[src/hw/rtl/dhc_pkg.sv]
`default_nettype none

package dhc_pkg;

    // Widths of the pixel and of the hue numerator (max * 240 fits in 16 bits).
    localparam int PIX_W = 8;
    localparam int NUM_W = 16;
    localparam int M_W   = 6;

    localparam logic [PIX_W-1:0] HUE_SPAN     = 8'd240;
    localparam logic [PIX_W-1:0] SECTOR_SPAN  = 8'd60;
    localparam logic [PIX_W-1:0] FULL_LEVEL   = 8'd255;
    localparam logic [4:0]       RAMP_SLOPE   = 5'd17;

    // Configuration register indexes.
    localparam logic CFG_MAX_DISPARITY = 1'b0;
    localparam logic CFG_BLANK_ZERO    = 1'b1;

    // Hue sectors.
    localparam logic [2:0] SEC_RED_GREEN  = 3'd0;
    localparam logic [2:0] SEC_GREEN_RED  = 3'd1;
    localparam logic [2:0] SEC_GREEN_BLUE = 3'd2;
    localparam logic [2:0] SEC_BLUE_GREEN = 3'd3;
    localparam logic [2:0] SEC_BLUE_RED   = 3'd4;

    // One restoring division step: compares the partial remainder with the
    // divisor shifted left by sh. The top bit of the result is the quotient bit.
    function automatic logic [NUM_W:0] div_step(
        input logic [NUM_W-1:0] rem,
        input logic [PIX_W-1:0] dvs,
        input logic [2:0]       sh
    );
        logic [NUM_W-1:0] trial;
        trial = NUM_W'(dvs) << sh;
        if (rem >= trial) begin
            div_step = {1'b1, rem - trial};
        end else begin
            div_step = {1'b0, rem};
        end
    endfunction

endpackage

`default_nettype wire

[src/hw/rtl/disparity_hue_colormap.sv]
`default_nettype none

// Colorizes one 8-bit disparity pixel per beat into a blue, green, red pixel on a
// hue ramp: the configured maximum disparity is red, zero is blue, and values above
// the maximum are saturated to red. A maximum of zero gives black, and with
// blank_zero set a zero disparity also gives black. The block takes one pixel per
// clock while the output is not stalled. Each pixel passes through pipeline stages that
// form the hue numerator, run the hue division two quotient bits at a time, split the
// hue into sector and offset, and build the color in the output register. Valid bits
// travel with every stage, so bubbles close up while the output is stalled. Configuration
// is written through cfg_wr_en, cfg_addr and cfg_wdata and should only change while no
// pixels are in flight.
module disparity_hue_colormap (
    input  wire                       aclk,
    input  wire                       aresetn,

    input  wire                       cfg_wr_en,
    input  wire                       cfg_addr,
    input  wire [dhc_pkg::PIX_W-1:0]  cfg_wdata,

    input  wire                       s_valid,
    output logic                      s_ready,
    input  wire [dhc_pkg::PIX_W-1:0]  s_disparity,

    output logic                      m_valid,
    input  wire                       m_ready,
    output logic [dhc_pkg::PIX_W-1:0] m_blue,
    output logic [dhc_pkg::PIX_W-1:0] m_green,
    output logic [dhc_pkg::PIX_W-1:0] m_red
);
    import dhc_pkg::*;

    localparam int DIV_STAGES = 4;
    localparam int LAST       = DIV_STAGES + 2;

    logic [PIX_W-1:0] max_disp_reg;
    logic             blank_zero_reg;

    logic             vld_reg [0:LAST];
    logic             rdy     [0:LAST];

    logic [NUM_W-1:0] rem_reg [0:DIV_STAGES-1];
    logic [PIX_W-1:0] mx_reg  [0:DIV_STAGES-1];
    logic [PIX_W-1:0] quo_reg [0:DIV_STAGES];
    logic             blk_reg [0:DIV_STAGES+1];

    logic [2:0]       sector_reg;
    logic [M_W-1:0]   m_reg;
    logic [PIX_W-1:0] blue_reg;
    logic [PIX_W-1:0] green_reg;
    logic [PIX_W-1:0] red_reg;

    // Configuration registers.
    always_ff @(posedge aclk) begin
        if (!aresetn) begin
            max_disp_reg   <= FULL_LEVEL;
            blank_zero_reg <= 1'b1;
        end else if (cfg_wr_en) begin
            unique case (cfg_addr)
                CFG_MAX_DISPARITY: max_disp_reg   <= cfg_wdata;
                CFG_BLANK_ZERO:    blank_zero_reg <= cfg_wdata[0];
                default:           ;
            endcase
        end
    end

    // A stage takes new data when it is empty or its contents move on.
    always_comb begin
        rdy[LAST] = !vld_reg[LAST] || m_ready;
        for (int k = LAST - 1; k >= 0; k--) begin
            rdy[k] = !vld_reg[k] || rdy[k+1];
        end
    end

    assign s_ready = rdy[0];

    always_ff @(posedge aclk) begin
        if (!aresetn) begin
            for (int k = 0; k <= LAST; k++) begin
                vld_reg[k] <= 1'b0;
            end
        end else begin
            if (rdy[0]) begin
                vld_reg[0] <= s_valid;
            end
            for (int k = 1; k <= LAST; k++) begin
                if (rdy[k]) begin
                    vld_reg[k] <= vld_reg[k-1];
                end
            end
        end
    end

    // Stage 0: saturate the pixel and form (max - d) * 240.
    logic [PIX_W-1:0] d_sat;
    logic [PIX_W-1:0] diff;
    logic             black;

    always_comb begin
        d_sat = (s_disparity > max_disp_reg) ? max_disp_reg : s_disparity;
        diff  = max_disp_reg - d_sat;
        black = (max_disp_reg == '0) || (blank_zero_reg && (s_disparity == '0));
    end

    always_ff @(posedge aclk) begin
        if (rdy[0]) begin
            rem_reg[0] <= NUM_W'(diff) * NUM_W'(HUE_SPAN);
            mx_reg[0]  <= max_disp_reg;
            quo_reg[0] <= '0;
            blk_reg[0] <= black;
        end
    end

    // Stages 1 to 4: the hue quotient is below 256, so eight restoring steps,
    // two per stage, give it exactly.
    for (genvar k = 1; k <= DIV_STAGES; k++) begin : g_div
        localparam logic [2:0] SH_HI = 3'(2 * (DIV_STAGES - k) + 1);
        localparam logic [2:0] SH_LO = 3'(2 * (DIV_STAGES - k));

        logic [NUM_W:0] step_hi;
        logic [NUM_W:0] step_lo;

        always_comb begin
            step_hi = div_step(rem_reg[k-1], mx_reg[k-1], SH_HI);
            step_lo = div_step(step_hi[NUM_W-1:0], mx_reg[k-1], SH_LO);
        end

        always_ff @(posedge aclk) begin
            if (rdy[k]) begin
                quo_reg[k] <= {quo_reg[k-1][PIX_W-3:0], step_hi[NUM_W], step_lo[NUM_W]};
                blk_reg[k] <= blk_reg[k-1];
            end
        end

        if (k < DIV_STAGES) begin : g_carry
            always_ff @(posedge aclk) begin
                if (rdy[k]) begin
                    rem_reg[k] <= step_lo[NUM_W-1:0];
                    mx_reg[k]  <= mx_reg[k-1];
                end
            end
        end
    end

    // Stage 5: split the hue into a sixty-wide sector and the offset within it.
    logic [PIX_W-1:0] hue;
    logic [2:0]       sector;
    logic [PIX_W-1:0] base;

    always_comb begin
        hue = quo_reg[DIV_STAGES];
        if (hue >= 8'(4 * SECTOR_SPAN)) begin
            sector = SEC_BLUE_RED;
            base   = 8'(4 * SECTOR_SPAN);
        end else if (hue >= 8'(3 * SECTOR_SPAN)) begin
            sector = SEC_BLUE_GREEN;
            base   = 8'(3 * SECTOR_SPAN);
        end else if (hue >= 8'(2 * SECTOR_SPAN)) begin
            sector = SEC_GREEN_BLUE;
            base   = 8'(2 * SECTOR_SPAN);
        end else if (hue >= SECTOR_SPAN) begin
            sector = SEC_GREEN_RED;
            base   = SECTOR_SPAN;
        end else begin
            sector = SEC_RED_GREEN;
            base   = '0;
        end
    end

    always_ff @(posedge aclk) begin
        if (rdy[DIV_STAGES+1]) begin
            sector_reg              <= sector;
            m_reg                   <= M_W'(hue - base);
            blk_reg[DIV_STAGES+1]   <= blk_reg[DIV_STAGES];
        end
    end

    // Stage 6: rising and falling ramps, then pick the components by sector.
    logic [9:0]       rise_prod;
    logic [9:0]       fall_prod;
    logic [PIX_W-1:0] rise;
    logic [PIX_W-1:0] fall;
    logic [PIX_W-1:0] b_next;
    logic [PIX_W-1:0] g_next;
    logic [PIX_W-1:0] r_next;

    always_comb begin
        rise_prod = 10'(m_reg) * 10'(RAMP_SLOPE);
        fall_prod = (10'(SECTOR_SPAN) - 10'(m_reg)) * 10'(RAMP_SLOPE);
        rise      = rise_prod[9:2];
        fall      = fall_prod[9:2];
        case (sector_reg)
            SEC_RED_GREEN: begin
                b_next = '0;         g_next = rise;       r_next = FULL_LEVEL;
            end
            SEC_GREEN_RED: begin
                b_next = '0;         g_next = FULL_LEVEL; r_next = fall;
            end
            SEC_GREEN_BLUE: begin
                b_next = rise;       g_next = FULL_LEVEL; r_next = '0;
            end
            SEC_BLUE_GREEN: begin
                b_next = FULL_LEVEL; g_next = fall;       r_next = '0;
            end
            SEC_BLUE_RED: begin
                b_next = FULL_LEVEL; g_next = '0;         r_next = rise;
            end
            default: begin
                b_next = fall;       g_next = '0;         r_next = FULL_LEVEL;
            end
        endcase
        if (blk_reg[DIV_STAGES+1]) begin
            b_next = '0;
            g_next = '0;
            r_next = '0;
        end
    end

    always_ff @(posedge aclk) begin
        if (rdy[LAST]) begin
            blue_reg  <= b_next;
            green_reg <= g_next;
            red_reg   <= r_next;
        end
    end

    assign m_valid = vld_reg[LAST];
    assign m_blue  = blue_reg;
    assign m_green = green_reg;
    assign m_red   = red_reg;

endmodule

`default_nettype wire

[config.mk]
export PLATFORM = sky130hd
export DESIGN_NAME = disparity_hue_colormap
export DESIGN_NICKNAME = d
export VERILOG_FILES = /design/src/hw/rtl/dhc_pkg.sv /design/src/hw/rtl/disparity_hue_colormap.sv
export SDC_FILE = /design/constraint.sdc
export NUM_CORES = 1
export LEC_CHECK = 0
export BUFFER_PORTS_ARGS = -buffer_cell sky130_fd_sc_hd__buf_2
export CORE_ASPECT_RATIO = 2
export CORE_MARGIN = 2
export CORE_UTILIZATION = 55
export CTS_CLUSTER_SIZE = 30
export DETAILED_ROUTE_END_ITERATION = 10
export GPL_ROUTABILITY_DRIVEN = 0
export PLACE_DENSITY = 0.72
export SYNTH_ARGS = -nofsm -noshare
export SYNTH_HDL_FRONTEND = slang
export SYNTH_SLANG_ARGS = --single-unit
[constraint.sdc]
create_clock -name aclk -period 8.15 [get_ports aclk]
set_clock_uncertainty 0.2 [all_clocks]
set_input_delay 0.815 -clock aclk [delete_from_list [all_inputs] [get_ports aclk]]
set_output_delay 0.815 -clock aclk [all_outputs]
set_load 0.02 [all_outputs]
==> impl_metrics.prom, run 1 <==
# TYPE chip_impl_metric gauge
chip_impl_metric{name="yosysWarnings",unit=""} 0
chip_impl_metric{name="critical_path_peak_fanout",unit=""} 16
chip_impl_metric{name="hold_buffers",unit=""} 0
chip_impl_metric{name="share_seq_of_total_power",unit="%"} 26.6
chip_impl_info{name="r2r-start",value="max_disp_reg[1]$_SDFFE_PN1P_"} 1
chip_impl_metric{name="synth-edff-count",unit=""} 143
chip_impl_metric{name="critical_path.max_stage_delay",unit="ns"} 0.54
chip_impl_metric{name="area.growth.synth_to_final",unit="%"} 9.89
chip_impl_metric{name="netlist-cell-type-count",unit=""} 70
chip_impl_info{name="timing_worst_setup_path_type",value="reg -> reg"} 1
chip_impl_metric{name="fp.coreArea",unit="sq um"} 19900
chip_impl_info{name="outcome",value="finished clean"} 1
chip_impl_metric{name="critical_path_depth",unit=""} 27
chip_impl_metric{name="clk_pin_slew_worst_paths",unit="ns"} 0.07
chip_impl_metric{name="final_net_count",unit=""} 1301
chip_impl_info{name="regToRegEndpoint",value="rem_reg[0][14]$_DFFE_PN_"} 1
chip_impl_metric{name="cts_buffers",unit=""} 17
chip_impl_metric{name="die_y",unit="um"} 206
chip_impl_metric{name="detail_route.drc_violations",unit=""} 0
chip_impl_metric{name="chipWidth",unit="um"} 105
chip_impl_metric{name="ctsLongestPathBuffers",unit=""} 2
chip_impl_metric{name="register_area",unit="sq um"} 4570
chip_impl_metric{name="drtAntennaViolNets",unit=""} 0
chip_impl_info{name="cts_tree",value="done"} 1
chip_impl_metric{name="max-slew-margin-rel",unit="%"} 20.0
chip_impl_metric{name="tightestPinTransition",unit="ns"} 1.19
chip_impl_metric{name="cts_sinks",unit=""} 157
chip_impl_metric{name="syn-instance-count",unit=""} 1103
chip_impl_metric{name="timing.final.crit_period",unit="ns"} 6.50
chip_impl_metric{name="timing.max_cap.violations",unit=""} 0
chip_impl_metric{name="power_density",unit="nW/um^2"} 479
chip_impl_metric{name="cts_repair_resize_count",unit=""} 0
chip_impl_metric{name="routed_wirelength",unit="um"} 24500
chip_impl_metric{name="standard_cell_rows",unit=""} 73
chip_impl_metric{name="p_int",unit="mW"} 3.40
chip_impl_metric{name="number_of_setup_buffers_added_after_cts",unit=""} 0
chip_impl_metric{name="worst_ep_required_time",unit="ns"} 8.14
chip_impl_metric{name="ff2ff_setup_slack",unit="ns"} 1.65
chip_impl_info{name="yosys_most_used_dff",value="sky130_fd_sc_hd__edfxtp_1"} 1
chip_impl_metric{name="netlist_area",unit="sq um"} 11200
chip_impl_metric{name="fin_crit_sh",unit="%"} 79.7
chip_impl_info{name="hold_path.startpoint",value="blk_reg[4]$_DFFE_PP_"} 1
chip_impl_metric{name="vias",unit=""} 8347
chip_impl_metric{name="power.share.clock",unit="%"} 13.7
chip_impl_metric{name="initial_utilization",unit="%"} 56.1
chip_impl_info{name="cp-start-kind",value="flop"} 1
chip_impl_metric{name="grt_util_all_layers",unit="%"} 24.0
chip_impl_metric{name="antenna_found_initial",unit=""} 0
chip_impl_metric{name="p_comb_share",unit="%"} 59.7
chip_impl_metric{name="largest_register_ff_count",unit=""} 50
chip_impl_info{name="crit_path_start",value="max_disp_reg[1]$_SDFFE_PN1P_"} 1
chip_impl_metric{name="viasPerCell",unit=""} 5.87
chip_impl_metric{name="antenna_diode_count",unit=""} 0
chip_impl_metric{name="detail_routed_net_length_per_standard_cell",unit="um"} 17.2
chip_impl_metric{name="grt_start_max_net_pins",unit=""} 37
chip_impl_metric{name="synth_sequential_area_ratio",unit="%"} 41.0
chip_impl_metric{name="totalNegativeSetupSlack",unit="ns"} 0
chip_impl_metric{name="clock_latency",unit="ns"} 0.44
chip_impl_info{name="unrepaired_setup_endpoints_after_global_routing",value="false"} 1
chip_impl_metric{name="timing.final.hold_violations",unit=""} 0
chip_impl_metric{name="worst_ir_drop_vdd",unit="uV"} 590
chip_impl_metric{name="slew_viol_final",unit=""} 0
chip_impl_metric{name="postSynthRegisterBits",unit=""} 157
chip_impl_metric{name="final_hpwl_from_detailed_placement",unit="um"} 20000
chip_impl_metric{name="grt_overflow",unit=""} 0
chip_impl_metric{name="cp_data_arrival_time",unit="ns"} 6.49
chip_impl_info{name="root_driver",value="sky130_fd_sc_hd__clkbuf_16"} 1
chip_impl_info{name="critPathCapture",value="rem_reg[0][14]$_DFFE_PN_"} 1
chip_impl_metric{name="postSynthNetCount",unit=""} 1256
chip_impl_metric{name="total_switching_power",unit="mW"} 2.48
chip_impl_metric{name="multi_input_combinational_cell_area",unit="sq um"} 6100
chip_impl_metric{name="power_switching_share",unit="%"} 42.2
chip_impl_metric{name="power.leakage",unit="nW"} 5.34
chip_impl_metric{name="r2r.worst_path.cells",unit=""} 27
chip_impl_metric{name="final_layout_size_suffix_gt1_share",unit="%"} 10.9
chip_impl_metric{name="crit_buf_inv",unit=""} 2
chip_impl_metric{name="finalSetupViolations",unit=""} 0
chip_impl_metric{name="asyncSetResetFlopFracSynth",unit="%"} 0
chip_impl_info{name="synth_area_leader_cell",value="sky130_fd_sc_hd__edfxtp_1"} 1
chip_impl_metric{name="grt_first_pass_wirelength",unit="um"} 39900
chip_impl_metric{name="synth_area_per_cell",unit="sq um"} 10.1
chip_impl_metric{name="io_pins",unit=""} 48
chip_impl_metric{name="port_buffers",unit=""} 47
chip_impl_info{name="critPathCaptureType",value="flop"} 1
chip_impl_metric{name="fmaxAchievable",unit="GHz"} 0.154
chip_impl_metric{name="filler_cell_count",unit=""} 1713
chip_impl_info{name="worst_path_dominant_cell_family",value="compound AO/OA/AOI/OAI gates"} 1
chip_impl_metric{name="fp.dieArea",unit="sq um"} 21500
chip_impl_metric{name="report.power.total",unit="mW"} 5.88
chip_impl_metric{name="drt_iter0_markers",unit=""} 311
chip_impl_metric{name="drt_pass1_iterations",unit=""} 5
chip_impl_info{name="critical-path-slowest-cell",value="sky130_fd_sc_hd__fa_1"} 1
chip_impl_metric{name="first_global_vias",unit=""} 8617
chip_impl_metric{name="yosysTopAreaCellShare",unit="%"} 38.4
chip_impl_info{name="cpMostUsedCell",value="sky130_fd_sc_hd__o21a_1"} 1
chip_impl_info{name="hold_path.class",value="reg -> reg"} 1
chip_impl_metric{name="cts.htree.levels",unit=""} 4
chip_impl_info{name="synth.area.top_cells",value="sky130_fd_sc_hd__edfxtp_1 38%, sky130_fd_sc_hd__ha_1 13%, sky130_fd_sc_hd__xnor2_1 3.6%"} 1
## final cells by class
type	count	share of cell area [%]
inverters	108	3.30
clock buffers	18	3.50
clock inverters	14	1.41
multi-input cells	813	49.7
flip-flops and latches	157	37.3
repair buffers	51	2.16
well taps	262	2.67
## cells by family (layout without fill, tap and decap cells)
| family | after synthesis | count (layout) | synth area share [%] |
|---|---|---|---|
| AO/OA/AOI/OAI | 274 | 274 | 16.0 |
| multiplexers | 32 | 32 | 3.28 |
| AND/OR/NAND/NOR | 310 | 310 | 14.2 |
| XOR/XNOR | 64 | 64 | 5.02 |
| flip-flops | 157 | 157 | 41.0 |
| buffers and inverters | 133 | 191 | 4.49 |
| adder cells (fa/ha/maj) | 133 | 133 | 16.1 |
## cells in the final DEF, fill, tap and decap left out, types with 29 or more instances in the layout
master,count
sky130_fd_sc_hd__edfxtp_1,143
sky130_fd_sc_hd__nand2_1,70
sky130_fd_sc_hd__nor2b_1,31
sky130_fd_sc_hd__nor2_1,78
sky130_fd_sc_hd__inv_1,107
sky130_fd_sc_hd__xnor2_1,46
sky130_fd_sc_hd__a21oi_1,66
sky130_fd_sc_hd__buf_2,47
sky130_fd_sc_hd__ha_1,113
sky130_fd_sc_hd__nor3_1,29
sky130_fd_sc_hd__o21ai_0,68
## worst min path at each step
stage / end / cells past startpoint
floorplan: blk_reg[1]$_DFFE_PP_ / 0
global placement: quo_reg[0][34]$_DFFE_PP_ / 0
detailed placement: quo_reg[0][34]$_DFFE_PP_ / 0
CTS: blk_reg[2]$_DFFE_PP_ / 0
global route: quo_reg[0][27]$_DFFE_PP_ / 0
finish: blk_reg[5]$_DFFE_PP_ / 0
## layer usage
layer / share of wire (%) / wire, um / track usage, %
met2: 59 / 14400 / 49.3
met3: 2.6 / 644 / 4.09
met1: 30 / 7350 / 18.2
met4: 8.4 / 2050 / 19.9
met5: 0 / 0 / 0
## per-stage QoR
| stage | cell area [sq um] | util [%] | instances | hold slack (ns) | setup slack, ns |
|---|---|---|---|---|---|
| 2_1_floorplan | 11200 | - | 1103 | 0.200 | 1.78 |
| 3_3_place_gp | 11700 | 58.6 | 1391 | 0.202 | 1.40 |
| 3_5_place_dp | 11700 | 58.6 | 1391 | 0.205 | 1.27 |
| 4_1_cts | 12300 | 61.6 | 1423 | 0.220 | 1.63 |
| 5_1_grt | 12300 | 61.6 | 1423 | 0.231 | 1.04 |
| 6_report | 12300 | 61.6 | 1423 | 0.220 | 1.65 |
## power groups by stage
stage               clock [mW]  combinational [mW]  sequential (mW)
floorplan                    0                2.71             1.57
global placement             0                3.41             1.57
detailed placement           0                3.49             1.58
CTS                      0.818                3.52             1.56
global route             0.847                3.94             1.59
finish                   0.808                3.51             1.57
## worst reg2reg max path, cell delays in order (launching register included)
cell and delay, ns:
sky130_fd_sc_hd__dfxtp_1 0.42, sky130_fd_sc_hd__inv_1 0.16, sky130_fd_sc_hd__ha_1 0.31, sky130_fd_sc_hd__nor2b_1 0.13
sky130_fd_sc_hd__o21a_1 0.17, sky130_fd_sc_hd__o21a_1 0.16, sky130_fd_sc_hd__o21a_1 0.16, sky130_fd_sc_hd__o21bai_1 0.12
sky130_fd_sc_hd__a22o_1 0.45, sky130_fd_sc_hd__nand2_1 0.14, sky130_fd_sc_hd__o21a_1 0.13, sky130_fd_sc_hd__ha_1 0.25
sky130_fd_sc_hd__nor2b_1 0.12, sky130_fd_sc_hd__o21ai_0 0.18, sky130_fd_sc_hd__nand2b_1 0.11, sky130_fd_sc_hd__xnor2_1 0.40
sky130_fd_sc_hd__fa_1 0.53, sky130_fd_sc_hd__fa_1 0.54, sky130_fd_sc_hd__inv_1 0.04, sky130_fd_sc_hd__ha_1 0.33
sky130_fd_sc_hd__nor2b_1 0.15, sky130_fd_sc_hd__o21ai_0 0.20, sky130_fd_sc_hd__a21boi_0 0.15, sky130_fd_sc_hd__o21ai_0 0.17
sky130_fd_sc_hd__nand2b_1 0.10, sky130_fd_sc_hd__a21o_1 0.19, sky130_fd_sc_hd__a21oi_1 0.17, sky130_fd_sc_hd__xnor2_1 0.08
## synthesized netlist by cell type (all sizes together) (6+ instances only)
cell type / instances
edfxtp: 143
ha: 113
inv: 107
nor2: 78
nand2: 70
o21ai: 68
a21oi: 66
xnor2: 46
nor2b: 31
nor3: 30
a21o: 22
mux2: 22
o21a: 22
clkbuf: 21
fa: 18
nand2b: 18
xor2: 18
nand3: 15
dfxtp: 14
o31ai: 13
a211oi: 12
nand4: 12
o211ai: 12
a21boi: 11
and3: 10
mux2i: 10
a311oi: 9
or2: 9
nor4: 8
nand3b: 6
Power figures use the tool's default switching activity.
==> inputs of run 2 (changes only) <==
- ABC_AREA: unset -> 1
- PLACE_DENSITY: 0.72 -> 0.75
- clock period: 8.15 -> 5.8 ns (I/O delays scaled with it)
==> impl_metrics.prom, run 2 <==
# TYPE chip_impl_metric gauge
chip_impl_info{name="yosysMostFrequentCell",value="sky130_fd_sc_hd__nand2_1"} 1
chip_impl_metric{name="clock_latency",unit="ns"} 0.44
chip_impl_metric{name="detail_route.drc_violations",unit=""} 0
chip_impl_metric{name="slew_viol_final",unit=""} 0
chip_impl_info{name="mostFrequentLayoutCell",value="sky130_fd_sc_hd__nand2_1"} 1
chip_impl_info{name="critPathCaptureType",value="flop"} 1
chip_impl_metric{name="r2r.worst_path.cells",unit=""} 24
chip_impl_metric{name="critical_path_peak_fanout",unit=""} 7
chip_impl_metric{name="detail_routed_net_length_per_standard_cell",unit="um"} 15.6
chip_impl_metric{name="fp.dieArea",unit="sq um"} 22300
chip_impl_metric{name="tightestPinTransition",unit="ns"} 1.03
chip_impl_metric{name="grt_overflow",unit=""} 0
chip_impl_metric{name="timing.max_cap.violations",unit=""} 0
chip_impl_info{name="timing_worst_setup_path_type",value="reg -> reg"} 1
chip_impl_metric{name="worst_ep_required_time",unit="ns"} 5.80
chip_impl_info{name="outcome",value="finished clean"} 1
chip_impl_metric{name="io_pins",unit=""} 48
chip_impl_metric{name="standard_cell_rows",unit=""} 75
chip_impl_metric{name="power_density",unit="nW/um^2"} 667
chip_impl_metric{name="chipWidth",unit="um"} 107
chip_impl_metric{name="postSynthRegisterBits",unit=""} 157
chip_impl_metric{name="postSynthNetCount",unit=""} 1533
chip_impl_info{name="cp-start-kind",value="flop"} 1
chip_impl_info{name="critical-path-slowest-cell",value="sky130_fd_sc_hd__fa_1"} 1
chip_impl_metric{name="cts_sinks",unit=""} 157
chip_impl_metric{name="antenna_diode_count",unit=""} 0
chip_impl_metric{name="timing.final.hold_violations",unit=""} 0
chip_impl_info{name="yosys_most_used_dff",value="sky130_fd_sc_hd__edfxtp_1"} 1
chip_impl_metric{name="post_route_met1_wirelength",unit="um"} 8050
chip_impl_info{name="unrepaired_setup_endpoints_after_global_routing",value="false"} 1
chip_impl_metric{name="postPlaceCellArea",unit="sq um"} 12200
chip_impl_metric{name="critical_path_depth",unit=""} 24
chip_impl_metric{name="grt_first_pass_wirelength",unit="um"} 44900
chip_impl_info{name="cts_tree",value="done"} 1
chip_impl_metric{name="final_layout_size_suffix_gt1_share",unit="%"} 9.49
chip_impl_info{name="synth.area.top_cells",value="sky130_fd_sc_hd__edfxtp_1 37%, sky130_fd_sc_hd__ha_1 12%, sky130_fd_sc_hd__nand2_1 10%"} 1
chip_impl_metric{name="asyncSetResetFlopFracSynth",unit="%"} 0
chip_impl_info{name="highest_count_cells_in_the_layout_ignoring_fill_and_taps",value="308 x sky130_fd_sc_hd__nand2_1, 222 x sky130_fd_sc_hd__inv_1, 143 x sky130_fd_sc_hd__edfxtp_1, 113 x sky130_fd_sc_hd__ha_1, 112 x sky130_fd_sc_hd__nor2_1"} 1
chip_impl_metric{name="netlist_area",unit="sq um"} 11600
chip_impl_metric{name="first_global_vias",unit=""} 10200
chip_impl_metric{name="timing.final.crit_period",unit="ns"} 5.43
chip_impl_info{name="synth_area_leader_cell",value="sky130_fd_sc_hd__edfxtp_1"} 1
chip_impl_metric{name="cts_buffers",unit=""} 17
chip_impl_metric{name="grt_util_all_layers",unit="%"} 25.7
chip_impl_metric{name="final_net_count",unit=""} 1594
chip_impl_metric{name="antenna_found_initial",unit=""} 0
chip_impl_metric{name="viasPerCell",unit=""} 5.53
chip_impl_metric{name="finalSetupViolations",unit=""} 0
chip_impl_metric{name="max-slew-margin-rel",unit="%"} 30.8
chip_impl_metric{name="netlist-cell-type-count",unit=""} 44
chip_impl_metric{name="totalNegativeSetupSlack",unit="ns"} 0
chip_impl_info{name="hold_path.class",value="in -> reg"} 1
chip_impl_metric{name="port_buffers",unit=""} 47
chip_impl_metric{name="initial_utilization",unit="%"} 55.6
chip_impl_metric{name="synth_sequential_area_ratio",unit="%"} 39.5
chip_impl_metric{name="synth_area_per_cell",unit="sq um"} 8.40
chip_impl_metric{name="cts.htree.levels",unit=""} 4
chip_impl_metric{name="drt_iter0_markers",unit=""} 454
chip_impl_metric{name="clk_pin_slew_worst_paths",unit="ns"} 0.07
chip_impl_metric{name="final_hpwl_from_detailed_placement",unit="um"} 22100
chip_impl_metric{name="largest_register_ff_count",unit=""} 50
chip_impl_metric{name="vias",unit=""} 9530
chip_impl_metric{name="fmaxAchievable",unit="GHz"} 0.184
chip_impl_metric{name="synth-edff-count",unit=""} 143
chip_impl_metric{name="fp.coreArea",unit="sq um"} 20800
chip_impl_info{name="worstPathCellList",value="inv_1, ha_1, nand2_1, o21ai_0, nand2_1, o211ai_1, o21ai_2, nand2_1, o21ai_0, ha_1, fa_1, xnor2_1, buf_4, inv_1, fa_1, fa_1, inv_1, ha_1, a21oi_1, o21ai_0, a21o_1, a21o_1, a21oi_1, xor2_1"} 1
chip_impl_metric{name="fin_crit_sh",unit="%"} 93.6
chip_impl_metric{name="ctsLongestPathBuffers",unit=""} 2
chip_impl_metric{name="yosysWarnings",unit=""} 0
chip_impl_info{name="post_synth_most_frequent_cells",value="308 x sky130_fd_sc_hd__nand2_1, 222 x sky130_fd_sc_hd__inv_1, 143 x sky130_fd_sc_hd__edfxtp_1"} 1
chip_impl_metric{name="met2RoutedLength",unit="um"} 16000
chip_impl_metric{name="area.growth.synth_to_final",unit="%"} 10.1
chip_impl_metric{name="drt_pass1_iterations",unit=""} 5
chip_impl_metric{name="yosysTopAreaCellShare",unit="%"} 37.0
chip_impl_metric{name="drtAntennaViolNets",unit=""} 0
chip_impl_metric{name="syn-instance-count",unit=""} 1380
chip_impl_metric{name="stdcell_area",unit="sq um"} 12800
chip_impl_metric{name="cp_data_arrival_time",unit="ns"} 5.43
chip_impl_metric{name="hold_path_depth",unit=""} 3
chip_impl_metric{name="die_y",unit="um"} 209
chip_impl_info{name="worst_path_dominant_cell_family",value="adder cells"} 1
chip_impl_metric{name="fin_worst_hold_slack",unit="ns"} 0.151
chip_impl_metric{name="post-route-util",unit="%"} 61.3
chip_impl_metric{name="worst_ir_drop_vdd",unit="uV"} 887
chip_impl_info{name="highest-signal-layer",value="met4"} 1
chip_impl_metric{name="number_of_setup_buffers_added_after_cts",unit=""} 0
chip_impl_info{name="root_driver",value="sky130_fd_sc_hd__clkbuf_16"} 1
chip_impl_metric{name="met3WireLength",unit="um"} 664
chip_impl_metric{name="grt_start_max_net_pins",unit=""} 31
chip_impl_metric{name="routed_wirelength",unit="um"} 26900
chip_impl_metric{name="crit_buf_inv",unit=""} 4
chip_impl_metric{name="power.leakage",unit="nW"} 6.20
chip_impl_metric{name="critical_path.max_stage_delay",unit="ns"} 0.55
run 2: layer usage:
layer	up-vias	GRT usage [%]
met5	-	0
met1	4435	19.8
met4	0	20.1
met2	227	53.0
li1	4729	-
met3	139	3.35
run 2: where the power goes:
part           total, mW  leakage (nW)  internal (mW)  switching (mW)
Combinational       5.27          4.35           1.97            3.30
Sequential          2.14          1.57           1.93           0.213
Clock               1.11         0.286          0.578           0.530
Total               8.52          6.20           4.47            4.05
run 2: cell families after synthesis:
group | count (synthesis) | synth area share, %
xor+xnor | 69 | 5.21
simple gates | 570 | 21.7
compound gates | 210 | 10.3
flops | 157 | 39.5
buf+inv | 243 | 8.06
fa+ha+maj | 131 | 15.3
run 2: layout make-up:
class	instances	area, sq um
Clock buffer	17	425
Clock inverter	15	168
Tap cell	269	337
Multi-Input combinational cell	980	6100
Inverter	229	860
Sequential cell	157	4570
Fill cell	1847	8070
Timing Repair Buffer	56	303
run 2: worst reg2reg max path: cells and delay by family (launching register included):
| kind | cells | cell delay (ns) |
|---|---|---|
| AND/OR/NAND/NOR | 3 | 0.22 |
| adder cells (fa/ha/maj) | 6 | 2.31 |
| AO/OA/AOI/OAI | 9 | 1.38 |
| XOR/XNOR | 2 | 0.25 |
| flip-flops | 1 | 0.41 |
| buffers and inverters | 4 | 0.38 |
run 2: worst paths after layout:
check	from	to	slack, ns
max	max_disp_reg[3]$_SDFFE_PN1P_	rem_reg[0][13]$_DFFE_PN_	0.37
min	cfg_wdata[3]	max_disp_reg[3]$_SDFFE_PN1P_	0.15
max reg2reg	max_disp_reg[3]$_SDFFE_PN1P_	rem_reg[0][13]$_DFFE_PN_	0.37
min reg2reg	quo_reg[0][28]$_DFFE_PP_	quo_reg[0][38]$_DFFE_PP_	0.22
run 2: repair_timing:
item	CTS	global route
setup endpoints to repair	0	4
resized for setup	0	6
hold buffers	0	0
run 2: stage by stage:
| stage | power [mW] | setup slack, ns | std cells |
|---|---|---|---|
| after detailed placement | 7.37 | 0.0604 | 1691 |
| after CTS | 8.51 | 0.256 | 1723 |
| after global placement | 7.19 | 0.171 | 1691 |
| after global routing | 9.35 | 0.0333 | 1723 |
| final | 8.52 | 0.372 | 1723 |
| after floorplan | 6.18 | 0.283 | 1380 |
==> inputs of run 3 (changes only) <==
- ABC_CLOCK_PERIOD_IN_PS: unset -> 5800
- PLACE_DENSITY: 0.75 -> unset
- PLACE_DENSITY_LB_ADDON: unset -> 0.2
==> impl_metrics.prom, run 3 (synthesis gave the netlist of run 2 again) <==
# TYPE chip_impl_metric gauge
chip_impl_metric{name="grt_start_max_net_pins",unit=""} 31
chip_impl_metric{name="grt_first_pass_wirelength",unit="um"} 44300
chip_impl_metric{name="cts_buffers",unit=""} 17
chip_impl_metric{name="viasPerCell",unit=""} 5.49
chip_impl_metric{name="drt_iter0_markers",unit=""} 461
chip_impl_metric{name="cp_data_arrival_time",unit="ns"} 5.37
chip_impl_metric{name="fin_crit_sh",unit="%"} 92.8
chip_impl_metric{name="placed_cells_incl_taps",unit=""} 1691
chip_impl_metric{name="timing.max_cap.violations",unit=""} 0
chip_impl_metric{name="drt_pass1_iterations",unit=""} 8
chip_impl_metric{name="fp.dieArea",unit="sq um"} 22300
chip_impl_metric{name="slew_viol_final",unit=""} 0
chip_impl_info{name="critPathCapture",value="rem_reg[0][13]$_DFFE_PN_"} 1
chip_impl_metric{name="tightestPinTransition",unit="ns"} 1.08
chip_impl_metric{name="routed_wirelength",unit="um"} 26700
chip_impl_metric{name="r2r.worst_path.cells",unit=""} 24
chip_impl_metric{name="initial_utilization",unit="%"} 55.6
chip_impl_info{name="hold_path.class",value="in -> reg"} 1
chip_impl_info{name="crit_path_start",value="max_disp_reg[1]$_SDFFE_PN1P_"} 1
chip_impl_info{name="outcome",value="finished clean"} 1
chip_impl_metric{name="largest_register_ff_count",unit=""} 50
chip_impl_metric{name="power.leakage",unit="nW"} 6.20
chip_impl_metric{name="setup_ws",unit="ns"} 0.418
chip_impl_info{name="cts_tree",value="done"} 1
chip_impl_metric{name="io_pins",unit=""} 48
chip_impl_metric{name="final_hpwl_from_detailed_placement",unit="um"} 22100
chip_impl_info{name="highest_count_cells_in_the_layout_ignoring_fill_and_taps",value="308 x sky130_fd_sc_hd__nand2_1, 222 x sky130_fd_sc_hd__inv_1, 143 x sky130_fd_sc_hd__edfxtp_1, 113 x sky130_fd_sc_hd__ha_1, 112 x sky130_fd_sc_hd__nor2_1"} 1
chip_impl_metric{name="detail_routed_net_length_per_standard_cell",unit="um"} 15.5
chip_impl_metric{name="max-slew-margin-rel",unit="%"} 27.9
chip_impl_metric{name="cts.htree.levels",unit=""} 4
chip_impl_info{name="timing_worst_setup_path_type",value="reg -> reg"} 1
chip_impl_metric{name="critical_path_peak_fanout",unit=""} 5
chip_impl_metric{name="finalSetupViolations",unit=""} 0
chip_impl_metric{name="fin_worst_hold_slack",unit="ns"} 0.155
chip_impl_metric{name="worst_ep_required_time",unit="ns"} 5.79
chip_impl_metric{name="ctsLongestPathBuffers",unit=""} 2
chip_impl_metric{name="grt_util_all_layers",unit="%"} 25.5
chip_impl_info{name="regToRegEndpoint",value="rem_reg[0][13]$_DFFE_PN_"} 1
chip_impl_metric{name="ff2ff_setup_slack",unit="ns"} 0.42
chip_impl_info{name="cp-start-kind",value="flop"} 1
chip_impl_metric{name="fp.coreArea",unit="sq um"} 20800
chip_impl_metric{name="drtAntennaViolNets",unit=""} 0
chip_impl_metric{name="worst_ir_drop_vdd",unit="uV"} 777
chip_impl_metric{name="cts_sinks",unit=""} 157
chip_impl_metric{name="fmaxAchievable",unit="GHz"} 0.186
chip_impl_metric{name="antenna_found_initial",unit=""} 0
chip_impl_metric{name="instances_no_fill",unit=""} 1724
chip_impl_metric{name="totalNegativeSetupSlack",unit="ns"} 0
chip_impl_info{name="unrepaired_setup_endpoints_after_global_routing",value="false"} 1
chip_impl_metric{name="final_net_count",unit=""} 1595
chip_impl_metric{name="detail_route.drc_violations",unit=""} 0
chip_impl_metric{name="port_buffers",unit=""} 47
chip_impl_metric{name="dpl_worst_slack",unit="ns"} 0.0822
chip_impl_metric{name="vias",unit=""} 9457
chip_impl_metric{name="clk_pin_slew_worst_paths",unit="ns"} 0.07
chip_impl_metric{name="final_layout_size_suffix_gt1_share",unit="%"} 9.69
chip_impl_info{name="mostFrequentLayoutCell",value="sky130_fd_sc_hd__nand2_1"} 1
chip_impl_metric{name="clock_latency",unit="ns"} 0.45
chip_impl_metric{name="grt_overflow",unit=""} 0
chip_impl_metric{name="die_y",unit="um"} 209
chip_impl_metric{name="area.growth.synth_to_final",unit="%"} 10.2
chip_impl_metric{name="timing.final.crit_period",unit="ns"} 5.38
chip_impl_metric{name="hold_buffers",unit=""} 0
chip_impl_info{name="critPathCaptureType",value="flop"} 1
chip_impl_metric{name="timing.final.hold_violations",unit=""} 0
chip_impl_metric{name="standard_cell_rows",unit=""} 75
chip_impl_metric{name="first_global_vias",unit=""} 10000
chip_impl_metric{name="power_density",unit="nW/um^2"} 667
chip_impl_info{name="root_driver",value="sky130_fd_sc_hd__clkbuf_16"} 1
chip_impl_metric{name="chipWidth",unit="um"} 107
chip_impl_metric{name="antenna_diode_count",unit=""} 0
chip_impl_info{name="r2r-start",value="max_disp_reg[1]$_SDFFE_PN1P_"} 1
-- run 3: area by class of cell --
class / instances / area (sq um)
tap: 269 / 337
fill: 1846 / 8060
timing repair buffer: 57 / 310
clock inverter: 14 / 145
sequential: 157 / 4580
inverter: 229 / 860
clock buffer: 18 / 429
multi-input combinational: 980 / 6110
-- run 3: worst min path at each step --
stage                                   from                           end  slack (ns)  depth (start not counted)
floorplan               blk_reg[0]$_DFFE_PN_          blk_reg[1]$_DFFE_PP_        0.20                          0
global placement    quo_reg[0][29]$_DFFE_PP_      quo_reg[0][39]$_DFFE_PP_        0.20                          0
detailed placement      blk_reg[1]$_DFFE_PP_          blk_reg[2]$_DFFE_PP_        0.20                          0
CTS                             cfg_wdata[4]  max_disp_reg[4]$_SDFFE_PN1P_        0.15                          3
global route                    cfg_wdata[4]  max_disp_reg[4]$_SDFFE_PN1P_        0.17                          3
finish                          cfg_wdata[4]  max_disp_reg[4]$_SDFFE_PN1P_        0.16                          3
-- run 3: metrics by stage --
stage / cell area (sq um) / util, % / power (mW)
final: 12800 / 61.3 / 8.52
after detailed placement: 12200 / 58.3 / 7.38
after global routing: 12800 / 61.3 / 9.33
after global placement: 12200 / 58.3 / 7.26
after CTS: 12700 / 61.1 / 8.51
after floorplan: 11600 / - / 6.18
-- run 3: per-layer routing --
metal  part of all wire, %  GRT usage, %  vias to the layer above
li1                      -             -                     4719
met3                   2.5          3.29                      125
met2                    61          54.0                      242
met5                     0             0                        -
met4                   7.6          20.0                        0
met1                    29          18.5                     4371
-- run 3: power breakdown --
group | internal (mW) | switching [mW]
combinational | 1.98 | 3.29
sequential | 1.93 | 0.218
clock | 0.607 | 0.497
-- run 3: critical path: stages, from the launching register on --
cell and delay [ns]:
sky130_fd_sc_hd__dfxtp_1 0.38, sky130_fd_sc_hd__inv_1 0.14, sky130_fd_sc_hd__ha_1 0.33, sky130_fd_sc_hd__a21oi_1 0.07, sky130_fd_sc_hd__o21ai_0 0.15, sky130_fd_sc_hd__nand2_1 0.07, sky130_fd_sc_hd__o211ai_1 0.11, sky130_fd_sc_hd__o21ai_2 0.13
sky130_fd_sc_hd__nand2_1 0.07, sky130_fd_sc_hd__o21ai_0 0.08, sky130_fd_sc_hd__ha_1 0.22, sky130_fd_sc_hd__fa_1 0.40, sky130_fd_sc_hd__o21ai_1 0.28, sky130_fd_sc_hd__xor2_2 0.34, sky130_fd_sc_hd__xor2_1 0.26, sky130_fd_sc_hd__xor2_1 0.25
sky130_fd_sc_hd__fa_1 0.45, sky130_fd_sc_hd__inv_1 0.06, sky130_fd_sc_hd__ha_1 0.27, sky130_fd_sc_hd__a21oi_1 0.16, sky130_fd_sc_hd__o21ai_0 0.12, sky130_fd_sc_hd__a21o_1 0.19, sky130_fd_sc_hd__a21o_1 0.15, sky130_fd_sc_hd__a21oi_1 0.15
sky130_fd_sc_hd__xor2_1 0.08
-- run 3: repair_timing --
item	CTS	global route
resized for setup	0	10
endpoints found under the setup margin	0	3
buffers inserted	0	1
